===== src/hdl/rlm_pkg.sv =====
package rlm_pkg;

	localparam int COORD_W  = 7;
	localparam int CENTER_W = 9;
	localparam int RADIUS_W = 8;
	localparam int COLOR_W  = 16;
	localparam int DIFF_W   = CENTER_W;
	localparam int SQ_W     = 2 * DIFF_W;
	localparam int SUM_W    = SQ_W + 1;
	localparam int RSQ_W    = 2 * RADIUS_W;
	localparam int INDEX_W  = 3;
	localparam int WDATA_W  = CENTER_W;

	localparam int FRAME_WIDTH_DEF  = 128;
	localparam int FRAME_HEIGHT_DEF = 128;

	// Cycles from an accepted transaction to its result strobe.
	localparam int PIPE_LATENCY = 3;

	localparam logic signed [CENTER_W-1:0] CENTER_RESET = CENTER_W'(64);

	localparam logic [COLOR_W-1:0] QUARTER_MASK = 16'hF9E7;
	localparam logic [COLOR_W-1:0] HALF_MASK    = 16'hFBEF;

	typedef enum logic [INDEX_W-1:0] {
		REG_CENTER_X      = 3'd0,
		REG_CENTER_Y      = 3'd1,
		REG_INNER_RADIUS  = 3'd2,
		REG_MIDDLE_RADIUS = 3'd3,
		REG_OUTER_RADIUS  = 3'd4
	} reg_index_t;

	typedef struct packed {
		logic signed [CENTER_W-1:0] center_x;
		logic signed [CENTER_W-1:0] center_y;
		logic [RADIUS_W-1:0]        outer;
		logic [RSQ_W-1:0]           inner_sq;
		logic [RSQ_W-1:0]           middle_sq;
		logic [RSQ_W-1:0]           outer_sq;
	} cfg_t;

	typedef struct packed {
		logic                in_frame;
		logic                box_out;
		logic [SQ_W-1:0]     dx_sq;
		logic [SQ_W-1:0]     dy_sq;
		logic [COLOR_W-1:0]  color;
	} dist_t;

endpackage


===== src/hdl/radial_light_mask.sv =====
// Pipeline: an accepted pixel passes three register stages, s1 and s2 in
// rlm_dist and s3 in rlm_band, before done strobes its result.
// Throughput: one pixel per clock; busy stays low, the pipeline never stalls
// and the receiver cannot hold results off.
// Reset: arst_n clears the pipeline valid flags and loads the centre at 64,64
// with all radii zero.
module radial_light_mask #(
	parameter int FRAME_WIDTH  = rlm_pkg::FRAME_WIDTH_DEF,
	parameter int FRAME_HEIGHT = rlm_pkg::FRAME_HEIGHT_DEF
) (
	input  logic                          clk,
	input  logic                          arst_n,
	input  logic                          start,
	output logic                          busy,
	input  logic [rlm_pkg::COORD_W-1:0]   pixel_x,
	input  logic [rlm_pkg::COORD_W-1:0]   pixel_y,
	input  logic [rlm_pkg::COLOR_W-1:0]   pixel_color,
	output logic                          done,
	output logic [rlm_pkg::COLOR_W-1:0]   masked_color,
	input  logic                          wr_en,
	input  logic [rlm_pkg::INDEX_W-1:0]   wr_index,
	input  logic [rlm_pkg::WDATA_W-1:0]   wr_data
);
	import rlm_pkg::*;

	cfg_t  cfg;
	logic  accept;
	logic  dist_valid;
	dist_t geom;

	assign busy   = 1'b0;
	assign accept = start && !busy;

	rlm_cfg_regs u_cfg (
		.clk      (clk),
		.arst_n   (arst_n),
		.wr_en    (wr_en),
		.wr_index (wr_index),
		.wr_data  (wr_data),
		.cfg      (cfg)
	);

	rlm_dist #(
		.FRAME_WIDTH  (FRAME_WIDTH),
		.FRAME_HEIGHT (FRAME_HEIGHT)
	) u_dist (
		.clk         (clk),
		.arst_n      (arst_n),
		.cfg         (cfg),
		.in_valid    (accept),
		.pixel_x     (pixel_x),
		.pixel_y     (pixel_y),
		.pixel_color (pixel_color),
		.dist_valid  (dist_valid),
		.geom        (geom)
	);

	rlm_band u_band (
		.clk          (clk),
		.arst_n       (arst_n),
		.cfg          (cfg),
		.dist_valid   (dist_valid),
		.geom         (geom),
		.done         (done),
		.masked_color (masked_color)
	);

endmodule


===== src/hdl/rlm_cfg_regs.sv =====
module rlm_cfg_regs (
	input  logic                          clk,
	input  logic                          arst_n,
	input  logic                          wr_en,
	input  logic [rlm_pkg::INDEX_W-1:0]   wr_index,
	input  logic [rlm_pkg::WDATA_W-1:0]   wr_data,
	output rlm_pkg::cfg_t                 cfg
);
	import rlm_pkg::*;

	logic signed [CENTER_W-1:0] center_x_q;
	logic signed [CENTER_W-1:0] center_y_q;
	logic [RADIUS_W-1:0]        outer_q;
	logic [RSQ_W-1:0]           inner_sq_q;
	logic [RSQ_W-1:0]           middle_sq_q;
	logic [RSQ_W-1:0]           outer_sq_q;
	logic [RADIUS_W-1:0]        wr_radius;
	logic [RSQ_W-1:0]           wr_radius_sq;

	// Radii are kept squared so that the distance test need not square them per pixel.
	assign wr_radius    = wr_data[RADIUS_W-1:0];
	assign wr_radius_sq = RSQ_W'(wr_radius) * RSQ_W'(wr_radius);

	always_ff @(posedge clk or negedge arst_n) begin
		if (!arst_n) begin
			center_x_q  <= CENTER_RESET;
			center_y_q  <= CENTER_RESET;
			outer_q     <= '0;
			inner_sq_q  <= '0;
			middle_sq_q <= '0;
			outer_sq_q  <= '0;
		end else if (wr_en) begin
			unique case (wr_index)
				REG_CENTER_X:      center_x_q  <= signed'(wr_data);
				REG_CENTER_Y:      center_y_q  <= signed'(wr_data);
				REG_INNER_RADIUS:  inner_sq_q  <= wr_radius_sq;
				REG_MIDDLE_RADIUS: middle_sq_q <= wr_radius_sq;
				REG_OUTER_RADIUS: begin
					outer_q    <= wr_radius;
					outer_sq_q <= wr_radius_sq;
				end
				default: ;
			endcase
		end
	end

	always_comb begin
		cfg.center_x  = center_x_q;
		cfg.center_y  = center_y_q;
		cfg.outer     = outer_q;
		cfg.inner_sq  = inner_sq_q;
		cfg.middle_sq = middle_sq_q;
		cfg.outer_sq  = outer_sq_q;
	end

endmodule


===== src/hdl/rlm_dist.sv =====
module rlm_dist #(
	parameter int FRAME_WIDTH  = rlm_pkg::FRAME_WIDTH_DEF,
	parameter int FRAME_HEIGHT = rlm_pkg::FRAME_HEIGHT_DEF
) (
	input  logic                          clk,
	input  logic                          arst_n,
	input  rlm_pkg::cfg_t                 cfg,
	input  logic                          in_valid,
	input  logic [rlm_pkg::COORD_W-1:0]   pixel_x,
	input  logic [rlm_pkg::COORD_W-1:0]   pixel_y,
	input  logic [rlm_pkg::COLOR_W-1:0]   pixel_color,
	output logic                          dist_valid,
	output rlm_pkg::dist_t                geom
);
	import rlm_pkg::*;

	localparam int EXT_W = CENTER_W + 1;

	function automatic logic [DIFF_W-1:0] abs_diff(
		input logic [COORD_W-1:0]         p,
		input logic signed [CENTER_W-1:0] c
	);
		logic signed [EXT_W-1:0] d;
		begin
			d = signed'(EXT_W'(p)) - EXT_W'(c);
			abs_diff = d[EXT_W-1] ? DIFF_W'(-d) : DIFF_W'(d);
		end
	endfunction

	logic                valid_s1;
	logic [DIFF_W-1:0]   dx_s1;
	logic [DIFF_W-1:0]   dy_s1;
	logic                in_frame_s1;
	logic [COLOR_W-1:0]  color_s1;
	logic                valid_s2;
	dist_t               dist_s2;

	always_ff @(posedge clk or negedge arst_n) begin
		if (!arst_n) begin
			valid_s1 <= 1'b0;
			valid_s2 <= 1'b0;
		end else begin
			valid_s1 <= in_valid;
			valid_s2 <= valid_s1;
		end
	end

	always_ff @(posedge clk) begin
		dx_s1       <= abs_diff(pixel_x, cfg.center_x);
		dy_s1       <= abs_diff(pixel_y, cfg.center_y);
		in_frame_s1 <= (int'(pixel_x) < FRAME_WIDTH) && (int'(pixel_y) < FRAME_HEIGHT);
		color_s1    <= pixel_color;
	end

	always_ff @(posedge clk) begin
		dist_s2.in_frame <= in_frame_s1;
		dist_s2.box_out  <= (dx_s1 > DIFF_W'(cfg.outer)) || (dy_s1 > DIFF_W'(cfg.outer));
		dist_s2.dx_sq    <= SQ_W'(dx_s1) * SQ_W'(dx_s1);
		dist_s2.dy_sq    <= SQ_W'(dy_s1) * SQ_W'(dy_s1);
		dist_s2.color    <= color_s1;
	end

	assign dist_valid = valid_s2;
	assign geom       = dist_s2;

endmodule


===== src/hdl/rlm_band.sv =====
module rlm_band (
	input  logic                          clk,
	input  logic                          arst_n,
	input  rlm_pkg::cfg_t                 cfg,
	input  logic                          dist_valid,
	input  rlm_pkg::dist_t                geom,
	output logic                          done,
	output logic [rlm_pkg::COLOR_W-1:0]   masked_color
);
	import rlm_pkg::*;

	logic [SUM_W-1:0]   d_sq;
	logic [COLOR_W-1:0] shaded;
	logic               done_s3;
	logic [COLOR_W-1:0] color_s3;

	assign d_sq = SUM_W'(geom.dx_sq) + SUM_W'(geom.dy_sq);

	// The band tests run in a fixed order, so radii given out of order simply lose effect.
	always_comb begin
		if (!geom.in_frame) begin
			shaded = geom.color;
		end else if (geom.box_out || (d_sq > SUM_W'(cfg.outer_sq))) begin
			shaded = '0;
		end else if (d_sq > SUM_W'(cfg.middle_sq)) begin
			shaded = (geom.color >> 2) & QUARTER_MASK;
		end else if (d_sq > SUM_W'(cfg.inner_sq)) begin
			shaded = (geom.color >> 1) & HALF_MASK;
		end else begin
			shaded = geom.color;
		end
	end

	always_ff @(posedge clk or negedge arst_n) begin
		if (!arst_n) begin
			done_s3 <= 1'b0;
		end else begin
			done_s3 <= dist_valid;
		end
	end

	always_ff @(posedge clk) begin
		color_s3 <= shaded;
	end

	assign done         = done_s3;
	assign masked_color = color_s3;

endmodule


===== config.mk =====
export PLATFORM = sky130hd
export DESIGN_NAME = radial_light_mask
export DESIGN_NICKNAME = d
export VERILOG_FILES = /design/src/hdl/rlm_pkg.sv /design/src/hdl/radial_light_mask.sv /design/src/hdl/rlm_cfg_regs.sv /design/src/hdl/rlm_dist.sv /design/src/hdl/rlm_band.sv
export SDC_FILE = /design/constraint.sdc
export NUM_CORES = 1
export LEC_CHECK = 0
export BUFFER_PORTS_ARGS = -buffer_cell sky130_fd_sc_hd__buf_2
export CAP_MARGIN = 40
export CORE_UTILIZATION = 35
export DETAILED_ROUTE_END_ITERATION = 7
export GPL_ROUTABILITY_DRIVEN = 0
export GPL_TIMING_DRIVEN = 0
export PLACE_DENSITY = 0.57
export SYNTH_ARGS = -nofsm -noshare
export SYNTH_HDL_FRONTEND = slang
export SYNTH_SLANG_ARGS = --single-unit

===== constraint.sdc =====
create_clock -name clk -period 5 [get_ports clk]
set_input_delay 0.25 -clock clk [delete_from_list [all_inputs] [get_ports clk]]
set_output_delay 0.25 -clock clk [all_outputs]
set_load 0.01 [all_outputs]

==> results by group <==
Routing
  – DRT iter0 DRCs: 512
  – Routed Antenna Nets: 0
  – DR vias/cell: 4.62
  – Routed len/inst: 14.0 microns
  – Vias: 9786
  – Post-Route WL: 29600 microns
  – First-pass DRT Iterations: 5
  – # DRC: 0

Synthesis
  – Seq cells post-synth: 174
  – Post-Syn Area: 13700 sq um
  – Register area share after synthesis: 28.1%
  – Mapped Cells: 1491
  – Post-synth EDFFs: 0
  – FFs w/ async S/R, synth: 42.0%
  – Synth Warn #: 0
  – Syn nets: 1820
  – Main synth FF type: dfxtp_1
  – Average size of a mapped cell: 9.19 sq um
  – Synth unique cells: 68

STA
  – Max-slew violations: 0
  – Final hold violation count: 0
  – # setup viols final: 0
  – Fin Hold WS: 73.1 ps
  – Maximum clock frequency: 211 MHz
  – Crit path time final: 4750 ps
  – Final Worst Setup Slack: 253 ps
  – Period Utilization, post-route: 94.9%
  – Relative slew slack: 59.9%
  – Worst Skew: 16.4 ps
  – Worst-Margin Slew: 602 ps

Worst setup path
  – Worst EP arrival: 5110 ps
  – Crit end category: flop
  – CP endpoint: u_dist.geom[33]
  – Origin of the critical flop-to-flop path: u_dist.dy_s1[3]
  – R2r setup slk: 250 ps
  – Slowest CP cell: fa_1
  – Max FO, Critical Path: 8
  – CP Class: reg2reg
  – Cell breakdown of the critical path: and2_1, fa_1, fa_1, ha_1, inv_1, fa_1, inv_1, ha_1, a21o_1, a21oi_1, o21a_1, o21ai_0, a41o_1, o41ai_4, o21bai_1, a21oi_1, xor2_1
  – Worst Setup SP: u_dist.dy_s1[3]
  – R2r endpoint: u_dist.geom[33]
  – Cell mode on critical path: fa_1
  – Slowest stage delay, CP: 580 ps
  – R2r worst-path depth: 17
  – Startpoint types: flop
  – Worst EP required: 5360 ps

GRT
  – First-pass GRT wire length: 49500 microns
  – Via count of the first global-routing pass: 9888
  – Gr ovfl total: 0
  – Largest net degree at the start of global routing: 67
  – Total GRT Usage: 15.8%
  – Initial antenna violation count: 2

Clock tree
  – H-tree lvl count: 4
  – Clock Tree Root: clkbuf_16
  – Clock transition at the registers of the reported paths: 80 ps
  – Max clock buf depth: 2
  – Clk sink count: 174
  – CTS buffer count: 17
  – Clock latency at the later pin of the worst-skew pair: 440 ps
  – CTS tree: done

Floorplan
  – Die Y-Extent: 200 microns
  – Core area: 38600 sq um
  – Boundary Pins: 64
  – Die area: 39900 sq um
  – Row count: 72
  – Chip width: 200 microns
  – Starting Density: 35.5%

Flow run
  – Max cap viols: 0

Placement
  – Dpl cells: 2071
  – Post-DP HPWL: 24200 microns
  – IO Port Bufs: 61
  – DP Worst Slack: -168 ps

Cells and area
  – Commonest non-fill, non-tap cell in the layout: inv_1
  – Finished Layout Cells: 2120
  – Nets: 1918
  – Share of cells above drive strength 1: 10.9%
  – Fin util: 40.3%
  – Most frequent cells in the layout: 277 x inv_1, 187 x ha_1, 130 x nand2_1
  – # diodes: 0
  – Area Growth Syn to Fin: 13.7%

Run status
  – Status: finished, final reports clean

Min path
  – Hold WC Path Type: in2reg
-- logic make-up after synthesis --
kind of cell,count (synthesis),share of synthesized area [%]
compound gates,242,11.0
xor+xnor,80,5.11
fa+ha+maj,283,31.1
buf+inv,312,8.76
flops,174,28.1
mux,25,2.00
other cells,1,0.0274
simple gates,374,13.9
-- flip-flops by register name, summed over array words and instances, names as in the netlist --
register and flops:
u_cfg.outer_q 7, u_cfg.center_y_q 9, u_dist.dx_s1 9, u_dist.color_s1 16, u_dist.valid_s1 1, u_band.done 1
u_dist.dist_valid 1, u_cfg.outer_sq_q 15, u_band.masked_color 16, u_cfg.center_x_q 9, u_dist.dy_s1 9, u_cfg.inner_sq_q 15
u_dist.geom 51, u_cfg.middle_sq_q 15
-- synthesized netlist by cell type (all sizes together), types with 17 or more instances --
| cell type | count | share of area, % |
|---|---|---|
| inv | 277 | 7.6 |
| ha | 187 | 17 |
| nand2 | 130 | 3.6 |
| dfxtp | 101 | 15 |
| fa | 96 | 14 |
| o21ai | 88 | 3.3 |
| a21oi | 72 | 2.9 |
| dfrtp | 71 | 13 |
| nor2 | 61 | 1.7 |
| xnor2 | 55 | 3.5 |
| and2 | 54 | 2.5 |
| nor2b | 35 | 1.6 |
| clkbuf | 31 | 0.85 |
| a21o | 25 | 1.4 |
| xor2 | 25 | 1.6 |
| mux2 | 19 | 1.6 |
| nand3 | 17 | 0.69 |
-- through the flow --
step | TNS (ps) | area [sq um]
final | 0 | 15600
after global routing | -26.3 | 15600
after CTS | 0 | 15500
after detailed placement | -1620 | 14700
after global placement | -1180 | 14700
after floorplan | 0 | 13700
-- final cells by class --
| type | instances | area, sq um |
|---|---|---|
| plain buffers | 33 | 175 |
| clock buffers | 17 | 425 |
| clock inverters | 15 | 191 |
| fillers | 3849 | 23100 |
| inverters | 277 | 1040 |
| multi-input cells | 1005 | 8700 |
| flip-flops and latches | 174 | 3870 |
| well taps | 518 | 648 |
| repair buffers | 81 | 523 |
-- how the worst min path moves through the flow --
stage          slack [ps]  depth (start not counted)                 from                  end
3_3_place_gp          310                          0  u_dist.color_s1[14]      u_dist.geom[14]
2_1_floorplan         -50                          0               arst_n          u_band.done
4_1_cts                60                          3           wr_data[8]  u_cfg.center_x_q[8]
5_1_grt                60                          3           wr_data[8]  u_cfg.center_x_q[8]
3_5_place_dp           90                          1               arst_n    u_dist.dist_valid
6_report               70                          3           wr_data[8]  u_cfg.center_x_q[8]
-- critical path: cells and delay by family (launching register included) --
family | cells | cell delay [ps]
compound gates | 8 | 1550
xor+xnor | 1 | 160
fa+ha+maj | 5 | 2090
buf+inv | 2 | 110
flops | 1 | 550
simple gates | 1 | 200
-- routing by layer --
metal / routed length, microns / track usage [%] / vias up
met5: 0 / 0 / -
met4: 556 / 4.27 / 0
met3: 992 / 2.69 / 31
met2: 13300 / 25.8 / 132
met1: 14800 / 21.5 / 4598
li1: - / - / 5025
-- timing repair --
action | 4_1_cts | 5_1_grt
hold buffers | 18 | 0
endpoints found under the setup margin | 4 | 14
pin swaps | 0 | 2
resized for setup | 9 | 31
setup buffers | 0 | 1
endpoints found under the hold margin | 88 | 0
Power is not shown: default switching activity piles up to over one toggle a cycle in this logic, so the estimate is an artifact.
